$ cat src/hw/rtl/ilf_pkg.sv
// ----------------------------------------------------------------------------
// ilf_pkg
// types, opcode constants and length decode functions for the
// instruction length fetcher
// ----------------------------------------------------------------------------
package ilf_pkg;

  localparam logic [7:0] PREFIX_CB = 8'hCB;
  localparam logic [7:0] PREFIX_DD = 8'hDD;
  localparam logic [7:0] PREFIX_ED = 8'hED;
  localparam logic [7:0] PREFIX_FD = 8'hFD;

  localparam int unsigned MAX_LEN = 4;

  typedef logic [7:0] byte_t;
  typedef logic [2:0] len_t;

  typedef struct packed {
    logic [15:0] full_opcode;
    byte_t       byte_zero;
    byte_t       byte_one;
    byte_t       byte_two;
    byte_t       byte_three;
    len_t        length;
  } result_t;

  function automatic logic is_prefix(input byte_t b);
    return b inside {PREFIX_CB, PREFIX_DD, PREFIX_ED, PREFIX_FD};
  endfunction

  // length of an unprefixed instruction: 1, 2 or 3
  function automatic len_t plain_length(input byte_t b);
    logic [1:0] x;
    logic [2:0] y;
    logic [2:0] z;
    logic [1:0] p;
    logic       q;
    len_t       len;
    x = b[7:6];
    y = b[5:3];
    z = b[2:0];
    p = b[5:4];
    q = b[3];
    len = 3'd1;
    if (x == 2'd0 && ((z == 3'd0 && y >= 3'd2) || z == 3'd6)) begin
      len = 3'd2;
    end else if (x == 2'd3 && z == 3'd6) begin
      len = 3'd2;
    end else if (x == 2'd0) begin
      if ((z == 3'd1 && !q) || (z == 3'd2 && p >= 2'd2)) begin
        len = 3'd3;
      end
    end else if (x == 2'd3) begin
      if (z == 3'd2 || z == 3'd4 || (z == 3'd3 && y == 3'd0) ||
          (z == 3'd5 && q && p == 2'd0)) begin
        len = 3'd3;
      end
    end
    return len;
  endfunction

  // length of a prefixed instruction: 2, 3 or 4
  function automatic len_t prefixed_length(input byte_t pre, input byte_t op);
    logic ix;
    len_t len;
    ix  = (pre == PREFIX_DD) || (pre == PREFIX_FD);
    len = 3'd2;
    if (ix && (op inside {8'hBE, 8'h7E, 8'h46, 8'h53, 8'h5E, 8'h66, 8'h6E,
                          8'h77, 8'h70})) begin
      len = 3'd3;
    end else if (ix && (op inside {8'hCB, 8'h36, 8'h22, 8'h21, 8'h2A})) begin
      len = 3'd4;
    end else if (pre == PREFIX_ED &&
                 (op inside {8'h43, 8'h53, 8'h73, 8'h4B, 8'h5B, 8'h7B})) begin
      len = 3'd4;
    end
    return len;
  endfunction

endpackage

$ cat src/hw/rtl/ilf_if.sv
// ----------------------------------------------------------------------------
// ilf_in_if / ilf_out_if
// valid/ready channels for code bytes and assembled instructions
// ----------------------------------------------------------------------------
interface ilf_in_if;
  logic       valid;
  logic       ready;
  logic [7:0] code_byte;

  modport source (output valid, output code_byte, input ready);
  modport sink   (input valid, input code_byte, output ready);
endinterface

interface ilf_out_if;
  logic        valid;
  logic        ready;
  logic [15:0] full_opcode;
  logic [7:0]  byte_zero;
  logic [7:0]  byte_one;
  logic [7:0]  byte_two;
  logic [7:0]  byte_three;
  logic [2:0]  length;

  modport source (output valid, output full_opcode, output byte_zero,
                  output byte_one, output byte_two, output byte_three,
                  output length, input ready);
  modport sink   (input valid, input full_opcode, input byte_zero,
                  input byte_one, input byte_two, input byte_three,
                  input length, output ready);
endinterface

$ cat src/hw/rtl/ilf_assembler.sv
// ----------------------------------------------------------------------------
// ilf_assembler
// holds the bytes of the current instruction and decides its length
// ----------------------------------------------------------------------------
module ilf_assembler (
  input  logic             clk,
  input  logic             rst_n,
  input  logic             accept,
  input  logic [7:0]       code_byte,
  output logic             push,
  output ilf_pkg::result_t result
);
  import ilf_pkg::*;

  byte_t held_r   [MAX_LEN];
  byte_t held_nxt [MAX_LEN];
  len_t  taken_r, taken_nxt;
  len_t  exp_r, exp_nxt;
  len_t  taken_eff;
  len_t  taken_new;
  len_t  exp_new;
  logic  done;

  always_comb begin
    // drop a partial instruction if the counters disagree
    if (taken_r > 3'd3 || (exp_r != 3'd0 && taken_r >= exp_r) ||
        (exp_r == 3'd0 && taken_r > 3'd1)) begin
      taken_eff = 3'd0;
    end else begin
      taken_eff = taken_r;
    end

    for (int i = 0; i < MAX_LEN; i++) begin
      held_nxt[i] = held_r[i];
    end

    if (taken_eff == 3'd0) begin
      held_nxt[0] = code_byte;
      held_nxt[1] = '0;
      held_nxt[2] = '0;
      held_nxt[3] = '0;
      taken_new   = 3'd1;
      exp_new     = is_prefix(code_byte) ? 3'd0 : plain_length(code_byte);
    end else if (exp_r == 3'd0) begin
      // second byte of a prefixed opcode
      held_nxt[1] = code_byte;
      taken_new   = 3'd2;
      exp_new     = prefixed_length(held_r[0], code_byte);
    end else begin
      held_nxt[taken_eff[1:0]] = code_byte;
      taken_new = taken_eff + 3'd1;
      exp_new   = exp_r;
    end

    done      = (taken_new == exp_new);
    taken_nxt = done ? 3'd0 : taken_new;
    exp_nxt   = done ? 3'd0 : exp_new;

    push = accept && done;
    result.full_opcode = is_prefix(held_nxt[0]) ? {held_nxt[0], held_nxt[1]}
                                                : {8'h00, held_nxt[0]};
    result.byte_zero   = held_nxt[0];
    result.byte_one    = held_nxt[1];
    result.byte_two    = held_nxt[2];
    result.byte_three  = held_nxt[3];
    result.length      = taken_new;
  end

  always_ff @(posedge clk) begin
    if (!rst_n) begin
      taken_r <= '0;
      exp_r   <= '0;
      for (int i = 0; i < MAX_LEN; i++) begin
        held_r[i] <= '0;
      end
    end else if (accept) begin
      taken_r <= taken_nxt;
      exp_r   <= exp_nxt;
      for (int i = 0; i < MAX_LEN; i++) begin
        held_r[i] <= held_nxt[i];
      end
    end
  end

  a_taken_range: assert property (@(posedge clk) disable iff (!rst_n)
    taken_r <= 3'd3) else $error("byte count out of range");

  a_exp_range: assert property (@(posedge clk) disable iff (!rst_n)
    exp_r <= 3'd4 && (exp_r == 3'd0 || taken_r < exp_r))
    else $error("expected length inconsistent with byte count");

  a_clear_on_done: assert property (@(posedge clk) disable iff (!rst_n)
    push |=> (taken_r == 3'd0 && exp_r == 3'd0))
    else $error("counters not cleared after instruction");

endmodule

$ cat src/hw/rtl/ilf_out_stage.sv
// ----------------------------------------------------------------------------
// ilf_out_stage
// result register with a skid entry so input can flow while output stalls
// ----------------------------------------------------------------------------
module ilf_out_stage (
  input  logic             clk,
  input  logic             rst_n,
  input  logic             push,
  input  ilf_pkg::result_t push_data,
  output logic             space,
  output logic             out_valid,
  input  logic             out_ready,
  output ilf_pkg::result_t out_data
);
  import ilf_pkg::*;

  result_t main_r, skid_r;
  logic    main_v_r, skid_v_r;
  logic    pop;

  assign pop       = main_v_r && out_ready;
  assign space     = !skid_v_r;
  assign out_valid = main_v_r;
  assign out_data  = main_r;

  always_ff @(posedge clk) begin
    if (!rst_n) begin
      main_v_r <= 1'b0;
      skid_v_r <= 1'b0;
    end else if (skid_v_r) begin
      if (pop) begin
        main_r   <= skid_r;
        skid_v_r <= 1'b0;
      end
    end else if (push) begin
      if (!main_v_r || pop) begin
        main_r   <= push_data;
        main_v_r <= 1'b1;
      end else begin
        skid_r   <= push_data;
        skid_v_r <= 1'b1;
      end
    end else if (pop) begin
      main_v_r <= 1'b0;
    end
  end

  a_skid_behind_main: assert property (@(posedge clk) disable iff (!rst_n)
    skid_v_r |-> main_v_r) else $error("skid word without main word");

  a_skid_drains: assert property (@(posedge clk) disable iff (!rst_n)
    (skid_v_r && out_ready) |=> !skid_v_r) else $error("skid word not moved");

  a_length_valid: assert property (@(posedge clk) disable iff (!rst_n)
    main_v_r |-> (main_r.length != 3'd0 && main_r.length <= 3'd4))
    else $error("result length out of range");

endmodule

$ cat src/hw/rtl/instruction_length_fetcher_top.sv
// ----------------------------------------------------------------------------
// instruction_length_fetcher_top
// assembles a code byte stream into whole instructions with their length
// ----------------------------------------------------------------------------
// usage:
//   in_word carries one code byte per word, in program order
//   out_word carries one word per completed instruction: the full opcode
//   (prefix in the high byte when prefixed), the four instruction bytes with
//   unused ones zero, and the length 1 to 4
//   a byte is taken on every cycle with in_word.valid and in_word.ready high;
//   the sustained rate is one byte per cycle while the skid entry is free, set
//   by the combinational length decode between the byte-holding registers
//   and the result register; the result word is written into the output
//   register, or the skid entry if the output stalls, as its last byte is taken
//   when the receiver stalls, one result sits in the output register and one
//   more in a skid entry; in_word.ready drops only while the skid entry is full
//   reset (rst_n low, synchronous) empties both result entries and starts a
//   fresh instruction with the next byte
// ----------------------------------------------------------------------------
module instruction_length_fetcher_top (
  input  logic      clk,
  input  logic      rst_n,
  ilf_in_if.sink    in_word,
  ilf_out_if.source out_word
);
  import ilf_pkg::*;

  logic    accept;
  logic    push;
  logic    space;
  result_t asm_result;
  result_t out_data;

  // input flows whenever the skid entry is free, independent of the receiver
  assign in_word.ready = space;
  assign accept        = in_word.valid && space;

  ilf_assembler u_assembler (
    .clk       (clk),
    .rst_n     (rst_n),
    .accept    (accept),
    .code_byte (in_word.code_byte),
    .push      (push),
    .result    (asm_result)
  );

  ilf_out_stage u_out_stage (
    .clk       (clk),
    .rst_n     (rst_n),
    .push      (push),
    .push_data (asm_result),
    .space     (space),
    .out_valid (out_word.valid),
    .out_ready (out_word.ready),
    .out_data  (out_data)
  );

  // unpack the result word onto the channel
  assign out_word.full_opcode = out_data.full_opcode;
  assign out_word.byte_zero   = out_data.byte_zero;
  assign out_word.byte_one    = out_data.byte_one;
  assign out_word.byte_two    = out_data.byte_two;
  assign out_word.byte_three  = out_data.byte_three;
  assign out_word.length      = out_data.length;

endmodule

$ cat src/flat_wrapper.sv
// flat-port wrapper written by rule: the top's interface ports become plain ports
module instruction_length_fetcher_top_flat import ilf_pkg::*;
  (clk, rst_n, in_word_valid, in_word_code_byte, in_word_ready, out_word_valid, out_word_full_opcode, out_word_byte_zero, out_word_byte_one, out_word_byte_two, out_word_byte_three, out_word_length, out_word_ready);
  ilf_in_if in_word_i ();
  ilf_out_if out_word_i ();
  input  logic clk;
  input  logic rst_n;
  input wire logic [$bits(in_word_i.valid)-1:0] in_word_valid;
  input wire logic [$bits(in_word_i.code_byte)-1:0] in_word_code_byte;
  output wire logic [$bits(in_word_i.ready)-1:0] in_word_ready;
  output wire logic [$bits(out_word_i.valid)-1:0] out_word_valid;
  output wire logic [$bits(out_word_i.full_opcode)-1:0] out_word_full_opcode;
  output wire logic [$bits(out_word_i.byte_zero)-1:0] out_word_byte_zero;
  output wire logic [$bits(out_word_i.byte_one)-1:0] out_word_byte_one;
  output wire logic [$bits(out_word_i.byte_two)-1:0] out_word_byte_two;
  output wire logic [$bits(out_word_i.byte_three)-1:0] out_word_byte_three;
  output wire logic [$bits(out_word_i.length)-1:0] out_word_length;
  input wire logic [$bits(out_word_i.ready)-1:0] out_word_ready;
  assign in_word_i.valid = in_word_valid;
  assign in_word_i.code_byte = in_word_code_byte;
  assign in_word_ready = in_word_i.ready;
  assign out_word_valid = out_word_i.valid;
  assign out_word_full_opcode = out_word_i.full_opcode;
  assign out_word_byte_zero = out_word_i.byte_zero;
  assign out_word_byte_one = out_word_i.byte_one;
  assign out_word_byte_two = out_word_i.byte_two;
  assign out_word_byte_three = out_word_i.byte_three;
  assign out_word_length = out_word_i.length;
  assign out_word_i.ready = out_word_ready;
  instruction_length_fetcher_top u_core (.clk(clk), .rst_n(rst_n), .in_word(in_word_i), .out_word(out_word_i));
endmodule
$ cat config.mk
export PLATFORM = sky130hd
export DESIGN_NAME = instruction_length_fetcher_top_flat
export DESIGN_NICKNAME = d
export VERILOG_FILES = /design/src/hw/rtl/ilf_pkg.sv /design/src/hw/rtl/ilf_if.sv /design/src/hw/rtl/ilf_assembler.sv /design/src/hw/rtl/ilf_out_stage.sv /design/src/hw/rtl/instruction_length_fetcher_top.sv /design/src/flat_wrapper.sv
export SDC_FILE = /design/constraint.sdc
export NUM_CORES = 1
export LEC_CHECK = 0
export BUFFER_PORTS_ARGS = -buffer_cell sky130_fd_sc_hd__buf_2
export CAP_MARGIN = 5
export CELL_PAD_IN_SITES_DETAIL_PLACEMENT = 1
export CELL_PAD_IN_SITES_GLOBAL_PLACEMENT = 2
export CORE_MARGIN = 5
export CORE_UTILIZATION = 30
export CTS_CLUSTER_DIAMETER = 50
export DETAILED_ROUTE_END_ITERATION = 7
export PLACE_DENSITY = 0.66
export SYNTH_ARGS = -nofsm -noshare
export SYNTH_HDL_FRONTEND = slang
export SYNTH_SLANG_ARGS = --single-unit
export TNS_END_PERCENT = 50
$ cat constraint.sdc
create_clock -name clk -period 8 [get_ports clk]
set_input_delay 0 -clock clk [delete_from_list [all_inputs] [get_ports clk]]
set_output_delay 0 -clock clk [all_outputs]
set_load 0.005 [all_outputs]
# After elaboration in Yosys (flattened, before gate mapping)
# Memories as Yosys holds them, arrays and structs flattened.
# Cells that the tools add are included.
# classes
reduce_logical,47
bitwise_logic,7
n_mux,44
n_eq_ne,39
add_sub_neg,1
magnitude_cmp,7
# op_table
op,count
51-bit 2-to-1 mux,4
"8-bit by 7-bit equality test with 1-bit output, second input constant",13
"8-bit equality test, second input constant",12
8-bit 2-to-1 mux,7
3-bit 2-to-1 mux,14
32-bit bitwise mux,1
"8-bit by 6-bit equality test with 1-bit output, second input constant",4
16-bit 2-to-1 mux,2
32-bit 2-to-1 mux,1
1-bit logical AND,17
8-bit demux with 2-bit select,1
3-bit zero test,4
1-bit 2-to-1 mux,11
"3-bit equality test, second input constant",3
1-bit logical OR,9
9-bit nonzero test,1
4-bit AND reduction,2
4-bit nonzero test,2
"3-bit by 2-bit equality test with 1-bit output, second input constant",2
2-bit 2-to-1 mux,3
2-bit nonzero test,3
6-bit nonzero test,1
5-bit nonzero test,1
2-bit zero test,2
other kinds (19),25
# totals
ram_bits,32
wordCells,162
memories,1
register_bits,110
# memory_table
memory,depth,word_bits,read_ports,rd_clocked_by_memory_dff,write_ports,line,source
u_core.u_assembler.held_r,4,8,4,0,4,ilf_assembler.sv:15,byte_t held_r [MAX_LEN];

# Longest topological paths before layout
# Gate-level depths: netlist (run 1).
# depth
word_depth,19
mapped_depth,16
depth_no_buf,15

# Cells and area by module
# From an unflattened synthesis (run 1), not the netlist that was laid out.
# hier_totals
hier_cells,483
area_unflattened_um2,6588.8
# modules_own_cells
mod,area_each_um2,n_inst,cells_per_inst,seq_area_each_um2
ilf_out_stage,3819.9,1,173,3103.0
ilf_assembler,2762.6,1,309,1081.0
instruction_length_fetcher_top,6.3,1,1,0.0

# Least setup slack after synthesis (run 1)
# No wires, ideal clock.
# synth_timing
path_kind,reg-to-reg
from,register u_core.u_assembler.exp_r[2]
to,"register u_core.u_out_stage.skid_r[0] (netlist bit), enable pin"
setup_slack_ns,1.186
stages_incl_launch_ff,12
period_less_slack_ns,6.814
path_buffers,2
setup_time_ns,0.522
arrival_ns,6.291
required_ns,7.478
path_cell_list,dfxtp_1 -> inv_1 -> ha_1 -> a21oi_1 -> o21ai_0 -> or4b_2 -> ha_1 -> buf_4 -> buf_2 -> o31ai_4 -> nand4_2 -> nor3_1
# synth_via
elab_chain_len,11
elab_cells_between_ends,17
# synth_lines
element,line,source
"start, declared",ilf_assembler.sv:18,"len_t exp_r, exp_nxt;"
"start signal, assigned",ilf_assembler.sv:78,exp_r <= exp_nxt;
3-bit greater-or-equal comparator / 3-bit nonzero test (equally long branches),ilf_assembler.sv:26,if (taken_r > 3'd3 || (exp_r != 3'd0 && taken_r >= exp_r) ||
1-bit logical AND,ilf_assembler.sv:26,
1-bit logical OR (2 in series),ilf_assembler.sv:26,
3-bit 2-to-1 mux,ilf_assembler.sv:26,
3-bit by 1-bit adder with 3-bit output,ilf_assembler.sv:51,taken_new = taken_eff + 3'd1;
3-bit 2-to-1 mux,ilf_assembler.sv:44,end else if (exp_r == 3'd0) begin
3-bit 2-to-1 mux,ilf_assembler.sv:37,if (taken_eff == 3'd0) begin
3-bit equality test (*),ilf_assembler.sv:55,done = (taken_new == exp_new);
1-bit logical AND (*),ilf_assembler.sv:59,push = accept && done;
4-bit AND reduction (no line) (*),--,
"end signal, assigned",ilf_out_stage.sv:40,skid_r <= push_data;
"end, declared",ilf_out_stage.sv:17,"result_t main_r, skid_r;"
# Mark *: on every way between the ends. The rest lies on a longest branch, timed or not.
# A chain may end at the register's enable or synchronous reset.

==> results of run 1 <==
area by class of cell:
cell class,instances,share of cell area [%]
Sequential cell,142,53.3
Multi-Input combinational cell,302,27.5
Clock buffer,17,5.42
Timing Repair Buffer,74,5.13
Tap cell,280,4.46
Clock inverter,15,3.03
Inverter,24,1.15
power groups by stage:
stage / Sequential (mW) / Clock, mW / Combinational [mW]
floorplan: 0.912 / 0 / 0.182
global placement: 0.909 / 0 / 0.272
detailed placement: 0.910 / 0 / 0.279
CTS: 0.895 / 0.899 / 0.283
global route: 0.898 / 0.938 / 0.305
finish: 0.894 / 0.878 / 0.274
state kept, by name (all words and copies together), names as in the netlist:
signal                        flops
u_core.u_assembler.exp_r          3
u_core.u_assembler.held_r        32
u_core.u_assembler.taken_r        3
u_core.u_out_stage.out_data      51
u_core.u_out_stage.out_valid      1
u_core.u_out_stage.skid_r        51
u_core.u_out_stage.skid_v_r       1
worst max-delay path, delay by kind of cell (launching register included):
kind / cells / cell delay (ps)
flip-flops: 1 / 410
buffers and inverters: 3 / 630
AND/OR/NAND/NOR: 3 / 1400
AO/OA/AOI/OAI: 4 / 640
multiplexers: 2 / 760
adder cells (fa/ha/maj): 2 / 590
metal layers:
layer / global-route usage [%] / wire length (µm) / up-vias
met4: 5.45 / 304 / 0
met5: 0 / 0 / -
met2: 20.8 / 7450 / 67
li1: - / - / 2012
met1: 16.8 / 7350 / 2086
met3: 2.62 / 429 / 25
worst max-delay path by stage:
stage                                      from                         endpoint
floorplan           u_core.u_assembler.exp_r[2]     u_core.u_out_stage.skid_r[0]
detailed placement  u_core.u_assembler.exp_r[2]  u_core.u_out_stage.out_data[46]
finish              u_core.u_assembler.exp_r[2]  u_core.u_out_stage.out_data[40]
global route        u_core.u_assembler.exp_r[2]  u_core.u_out_stage.out_data[22]
CTS                 u_core.u_assembler.exp_r[2]  u_core.u_out_stage.out_data[26]
global placement    u_core.u_assembler.exp_r[2]  u_core.u_out_stage.out_data[23]
per-stage QoR:
stage | cells | power, mW
after floorplan | 500 | 1.09
after global placement | 819 | 1.18
after detailed placement | 819 | 1.19
after CTS | 854 | 2.08
after global routing | 854 | 2.14
final | 854 | 2.05
cell families after synthesis:
family                   after synthesis  share of synthesized area (%)
flip-flops                           142                           63.8
multiplexers                          51                           8.39
AO/OA/AOI/OAI                         86                           10.5
buffers and inverters                 56                           3.64
adder cells (fa/ha/maj)                7                           1.34
AND/OR/NAND/NOR                      158                           12.3
synthesized netlist by cell type, drive strengths merged, types with 4 or more instances:
cell,count
edfxtp,134
nor2,47
nand2,39
o31ai,29
mux2i,28
nor3,25
inv,24
mux2,23
clkbuf,17
buf,15
o21ai,11
a21oi,10
dfxtp,8
ha,7
a21o,6
and2,6
nand3,5
or2,5
and3,4
nor2b,4
o21a,4
what timing repair did:
| item | in CTS | in global routing |
|---|---|---|
| hold endpoints to repair | 2 | 0 |
| buffers inserted | 0 | 0 |
| hold buffers | 3 | 0 |
| endpoints found under the setup margin | 0 | 0 |
| gates resized for setup | 0 | 0 |
==> results.md, run 1 <==
Run status:
- The flow ran to the end, and the final reports show no timing, DRC or antenna violations.

STA:
- The worst hold margin is 197 ps.
- Across all setup checks in the final design, the least slack found is 3250 ps.
- The number of pins exceeding their max-slew limit in the final report is 0.
- The slew at the pin with the worst max-slew slack is 897 ps.
- Dividing the final minimum period by the clock period gives 59.4%.
- The maximum clock frequency is 211 MHz.
- Setup repair after global routing left no endpoint under its margin.
- Headroom to the max-slew limit came out at 40.1%.
- The final number of setup-violating endpoints is 0.
- The hold violation total from the final report is 0.
- The setup skew after layout is 6.16 ps.
- Adding up every negative setup slack in the final design gives 0 ps.
- The worst path in the final design needs a cycle of 4750 ps, including I/O delays and setup.

Min path:
- The type of the tightest min-delay check is input port to register.
- The worst hold path terminates at u_core.u_assembler.held_r[0][6].
- The worst hold path startpoint is in_word_valid.
- The hold-critical path depth is 3.

Route:
- The routed layout has 4190 vias.
- The number of nets with antenna violations after detailed routing is 0.
- For this block, the initial DRC count from the detailed router was 238.
- In the routed layout, each cell is associated on average with a via count of 4.91.
- Wires add up to 15500 µm.
- The residual DRC count is 0.
- Dividing the detail-routed wire length by the instance count gives 18.2 µm.
- Before antenna repair, the detailed router went through 4 iterations.

Pwr:
- Power spread over the standard cell area amounts to 261 nW/µm².
- The power share of the clock group is 42.9%.
- Cell internal power was estimated by the tool at 1.53 mW.
- The leakage component of the power is 2.95 nW.
- Combinational logic burns 13.4% of the power.
- Across the VDD grid, the largest voltage drop is 0.114 mV.
- The reported net switching power is 0.513 mW.
- The part of the power in registers is 43.7%.
- The switching share of power is 25.1%.

Finish:
- 0 antenna diodes ended up in the layout.
- The flip-flop and latch area is 4190 µm².
- The finished cells cover 7850 µm².
- Measured on the finished design, the core utilization comes to 36.2%.
- For this run, the post-layout net count is 580.
- Leaving out fill and tap cells, the most frequent cells in the layout are sky130_fd_sc_hd__edfxtp_1 (134), sky130_fd_sc_hd__buf_2 (64), sky130_fd_sc_hd__nor2_1 (45), sky130_fd_sc_hd__nand2_1 (39), sky130_fd_sc_hd__o31ai_1 (28).
- The share of cells above drive strength 1 is 27.0%.
- Summing all multi-input logic gate instances after layout gives 2160 µm².
- The area growth from synthesis to layout is 19.7%.
- The layout has 2285 filler cells.
- The most common cell after layout, fill and taps aside is sky130_fd_sc_hd__edfxtp_1.

Flow run:
- Across the run, the number of max-cap violations was 0.

Logic synthesis:
- The share of the synthesized area in the top cell type is 61.3%.
- The number of synthesized flops with an enable pin is 134.
- By area the synthesized netlist is led by sky130_fd_sc_hd__edfxtp_1 (61%), sky130_fd_sc_hd__mux2i_1 (3.8%), sky130_fd_sc_hd__mux2_2 (3.8%).
- The average size of a mapped cell is 13.1 µm².
- Synthesis inferred 142 register bits.
- Synthesis produced a netlist with a net count of 519.
- For this run, the leading register cell type out of synthesis is sky130_fd_sc_hd__edfxtp_1.
- Synthesis instantiated 69 different standard cells from the library.
- The post-synth design cell area is 6560 µm².
- Of all cell types, the one taking the most synthesized area is sky130_fd_sc_hd__edfxtp_1.
- After technology mapping, the gate count stands at 500.
- The sequential area share after synthesis is 63.8%.
- Counting flops with an async set or reset pin after synthesis yields a share of 0%.
- During synthesis, Yosys emitted a total of 0 warnings.

Placement:
- The post-place setup slack is 3130 ps.
- At the end of routability-driven placement, the weighted congestion stood at 0.787.
- Once placement finished, the instance area stood at 7160 µm².
- Input and output buffers added on the ports amount to 64.
- Detailed placement finished with a half-perimeter wire length of 10000 µm.

Worst setup path:
- The startpoint identified for the worst register-to-register timing path is u_core.u_assembler.exp_r[2].
- Of all nets on the critical path, the largest fanout is 77.
- Counting cells, the worst reg-to-reg path comes to 14.
- For flop-to-flop paths, the worst setup slack is 3250 ps.
- In this design, the stage delay of the slowest critical-path cell is 710 ps.
- Data on the critical path is required at its endpoint by 8170 ps.
- The worst register-to-register path ends at u_core.u_out_stage.out_data[40].
- The cell with the largest stage delay on the worst path is sky130_fd_sc_hd__or4b_2.
- The critical path capture point type is a register.
- The worst setup path is launched from a register.
- The category of the critical setup timing path is register to register.
- For the worst setup path, the data arrival time is 4920 ps.
- Walking the worst path, the cells encountered are inv_1 -> ha_1 -> a21oi_1 -> o21ai_0 -> or4b_2 -> ha_2 -> buf_4 -> mux2i_2 -> inv_2 -> nor4_2 -> o21ai_4 -> nor2_1 -> a21oi_2 -> mux2_2.

Floorplanning:
- The vertical die dimension is 158 µm.
- The core area is 21700 µm².
- The placement row count is 54.
- The die covers 24900 µm².
- Once the floorplan was initialized, standard cells occupied 30.2% of the core.
- In this run the horizontal extent of the chip is 158 µm.
- The I/O pin total is 65.

GRT:
- The number of antenna violations at the first check in global routing is 0.
- Entering global routing, the biggest net connects 78 pins.
- Global routing used 12.8% of the available tracks across all layers.
- The global-route wire length before repair is 24800 µm.
- The total overflow reported by the global router is 0.
- The number of global-route vias before repair is 4416.

CTS:
- The H-tree depth is 4.
- The longest clock path from root to sink contains 2 buffers.
- The number of buffers created by CTS is 17.
- The clock-pin slew on the worst setup and hold paths is 60 ps.
- The insertion delay of the later-clocked pin in the worst-skew pair is 420 ps.
- For this design, the sink count on the clock tree is 142.
- TritonCTS built the clock tree.
- The root cell of the clock tree is sky130_fd_sc_hd__clkbuf_16.
(Power assumes the default switching activity.)
==> run 2: changes to the inputs <==
clock period = 4.4 ns   (was 8 ns; I/O delays follow)
==> results.md, run 2 (synthesis results as in run 1) <==
Run status:
- The run finished with clean final reports.

Floorplanning:
- The core area is 21700 µm² (unchanged).
- The I/O pin total is 65 (unchanged).
- The placement row count is 54 (unchanged).
- The chip width was 158 µm (unchanged).
- The die area is 24900 µm² (unchanged).
- The initial core utilization is 30.2% (unchanged).
- The vertical die dimension is 158 µm (unchanged).

Worst setup path:
- The worst setup slack for register-to-register paths is 390 ps (-2860 ps).
- The worst endpoint required time is 4570 ps (-3600 ps).
- The worst path arrival time is 4180 ps (-740 ps).
- STA classifies the critical path endpoint as a register.
- The worst-path maximum fanout is 19 (-75%).
- The category of the critical setup timing path is register to register.
- STA classifies the critical path startpoint as a register.

Finish:
- The flip-flop and latch area is 4190 µm² (unchanged).
- The share of cells above drive strength 1 is 26.9% (-0.14 points).
- The share of the core filled with cells in the final layout is 36.1% (-0.11 points).
- Leaving out fill and tap cells, the most frequent cell in the layout is sky130_fd_sc_hd__edfxtp_1.
- The area of the multi-input gates is 2180 µm² (+0.87%).
- The synthesis-to-layout area growth is 19.4%.
- The final net count is 584 (+0.69%).
- The top cell types in the final layout, fill and taps aside, are sky130_fd_sc_hd__edfxtp_1 (134), sky130_fd_sc_hd__buf_2 (64), sky130_fd_sc_hd__nor2_1 (45), sky130_fd_sc_hd__nand2_1 (39), sky130_fd_sc_hd__o31ai_1 (28).
- The antenna diode count came to 0 (unchanged).
- The count of fill cells added during filler insertion came to 2304 (+0.83%).

STA:
- The final number of setup-violating endpoints is 0 (unchanged).
- The post-route clock period utilization is 91.2% (+32 points).
- Setup repair after global routing left no endpoint under its margin.
- The worst hold margin is 191 ps (-5.61 ps).
- The clock period minus final worst setup slack was 4010 ps (-737 ps).
- The setup skew after layout is 8.90 ps (+2.74 ps).
- The final-layout setup total negative slack was 0 ps (unchanged).
- The slew at the pin with the worst max-slew slack came to 709 ps (-188 ps).
- The number of pins exceeding their max-slew limit in the final report is 0 (unchanged).
- The maximum clock frequency is 249 MHz (+18%).
- The hold violation total from the final report came to 0 (unchanged).
- The minimum setup slack in the final design is 389 ps (-2860 ps).
- The worst slew margin relative to its limit is 52.6% (+13 points).

CTS:
- The insertion delay of the later-clocked pin in the worst-skew pair is 420 ps (about the same).
- The number of buffers created by CTS is 17 (unchanged).
- The clock-pin slew on the worst setup and hold paths is 60 ps (about the same).
- The number of gates given a new drive strength after cts was 0 (unchanged).
- The buffer depth of the longest clock path is 2 (unchanged).
- The H-tree depth is 4 (unchanged).
- The total clock sinks is 142 (unchanged).
- The number of post-CTS setup repair buffers is 0 (unchanged).
- The count of hold buffers inserted by post-cts repair is 3 (unchanged).
- TritonCTS built the clock tree.
- The root cell of the clock tree is sky130_fd_sc_hd__clkbuf_16.

Pwr:
- The power share of the clock group is 40.3% (-2.6 points).
- The switching share of power is 25.6% (+0.51 points).
- The peak ir drop on the vdd network is 0.257 mV (+130%).
- The internal power contribution is 2.66 mW (+74%).
- The leakage component of the power came to 2.95 nW (about the same).
- The power density over the cells is 457 nW/µm² (+76%).
- The post-layout total power is 3.58 mW (+75%).
- The combinational group share of total power is 14.4% (+1.0 points).
- The part of the power in registers came to 45.4% (+1.7 points).
- The reported net switching power is 0.917 mW (+79%).

Route:
- The residual DRC count is 0 (unchanged).
- The number of nets with antenna violations after detailed routing came to 0 (unchanged).
- The number of design-rule violations left by the first detailed-router iteration is 237 (-0.42%).
- The detailed-route wire length is 15800 µm (+1.9%).
- The final routed wire length divided by cell count was 18.5 µm (+1.5%).
- The via count is 4230 (+0.95%).
- The detail-routed via count per cell is 4.94 (+0.60%).
- The number of detailed-route iterations in the first pass is 4 (unchanged).

Placement:
- The final estimated routing congestion in global placement is 0.790 (+0.33%).
- The post-place setup slack was 407 ps (-2720 ps).
- The half-perimeter wire length of the detailed placement result came to 10500 µm (+4.6%).
- The count of port buffers added during placement is 64 (unchanged).

GRT:
- The total track usage is 13.1% (+0.24 points).
- The largest net degree at the start of global routing is 66 (-15%).
- The number of antenna violations at the first check in global routing is 0 (unchanged).
- The total overflow reported by the global router came to 0 (unchanged).
- The global-route wire length before repair is 25100 µm (+1.4%).
- The number of global-route vias before repair is 4433 (+0.38%).

Min path:
- The type of the tightest min-delay check is input port to register.

Flow run:
- The number of max-cap violations is 0 (unchanged).
[run 2: cell types whose count changed in the layout (fill, tap and decap cells not counted), sizes merged]
cell / before / now
buf: 71 / 75
bufinv: 5 / 3
clkbuf: 17 / 19
clkinv: 6 / 7
clkinvlp: 2 / 1
inv: 26 / 25
[run 2: worst paths after layout]
check / from / endpoint / cells after the start
max: u_core.u_assembler.exp_r[2] / u_core.u_out_stage.out_data[41] / 12
min: in_word_valid / u_core.u_assembler.taken_r[1] / 3
max reg2reg: u_core.u_assembler.exp_r[2] / u_core.u_out_stage.out_data[41] / 12
min reg2reg: u_core.u_assembler.taken_r[0] / u_core.u_assembler.taken_r[0] / 2
[run 2: power by group through the flow]
stage	Clock (mW)	Combinational (mW)	Sequential, mW
floorplan	0	0.340	1.65
global placement	0	0.515	1.65
detailed placement	0	0.524	1.65
CTS	1.48	0.529	1.63
global route	1.55	0.570	1.63
finish	1.44	0.514	1.62
[run 2: worst max-delay path, cell delays in order (launching register included)]
cell and delay [ps]:
sky130_fd_sc_hd__dfxtp_1 410, sky130_fd_sc_hd__inv_1 130, sky130_fd_sc_hd__ha_1 310, sky130_fd_sc_hd__a21oi_1 180
sky130_fd_sc_hd__o21ai_0 140, sky130_fd_sc_hd__or4b_4 550, sky130_fd_sc_hd__ha_2 280, sky130_fd_sc_hd__mux2i_2 400
sky130_fd_sc_hd__inv_2 110, sky130_fd_sc_hd__nor4_2 430, sky130_fd_sc_hd__o21ai_4 250, sky130_fd_sc_hd__o21a_1 270
sky130_fd_sc_hd__mux2_2 280
[run 2: final cells by class]
class	instances	share of cell area, %
sequential	142	53.5
multi-input combinational	302	27.9
timing repair buffer	78	5.69
clock buffer	19	5.53
tap	280	4.47
clock inverter	12	1.85
inverter	24	1.15
[run 2: through the flow]
step                      instance area (µm²)  cells
final                                    7830    857
after CTS                                7830    857
after global routing                     7830    857
after floorplan                          6600    500
after global placement                   7220    823
after detailed placement                 7220    823
[run 2: metal layers]
metal / track usage (%) / routed length (µm)
met3: 2.98 / 537
met1: 16.8 / 7200
met2: 21.9 / 7950
met5: 0 / 0
met4: 4.34 / 141
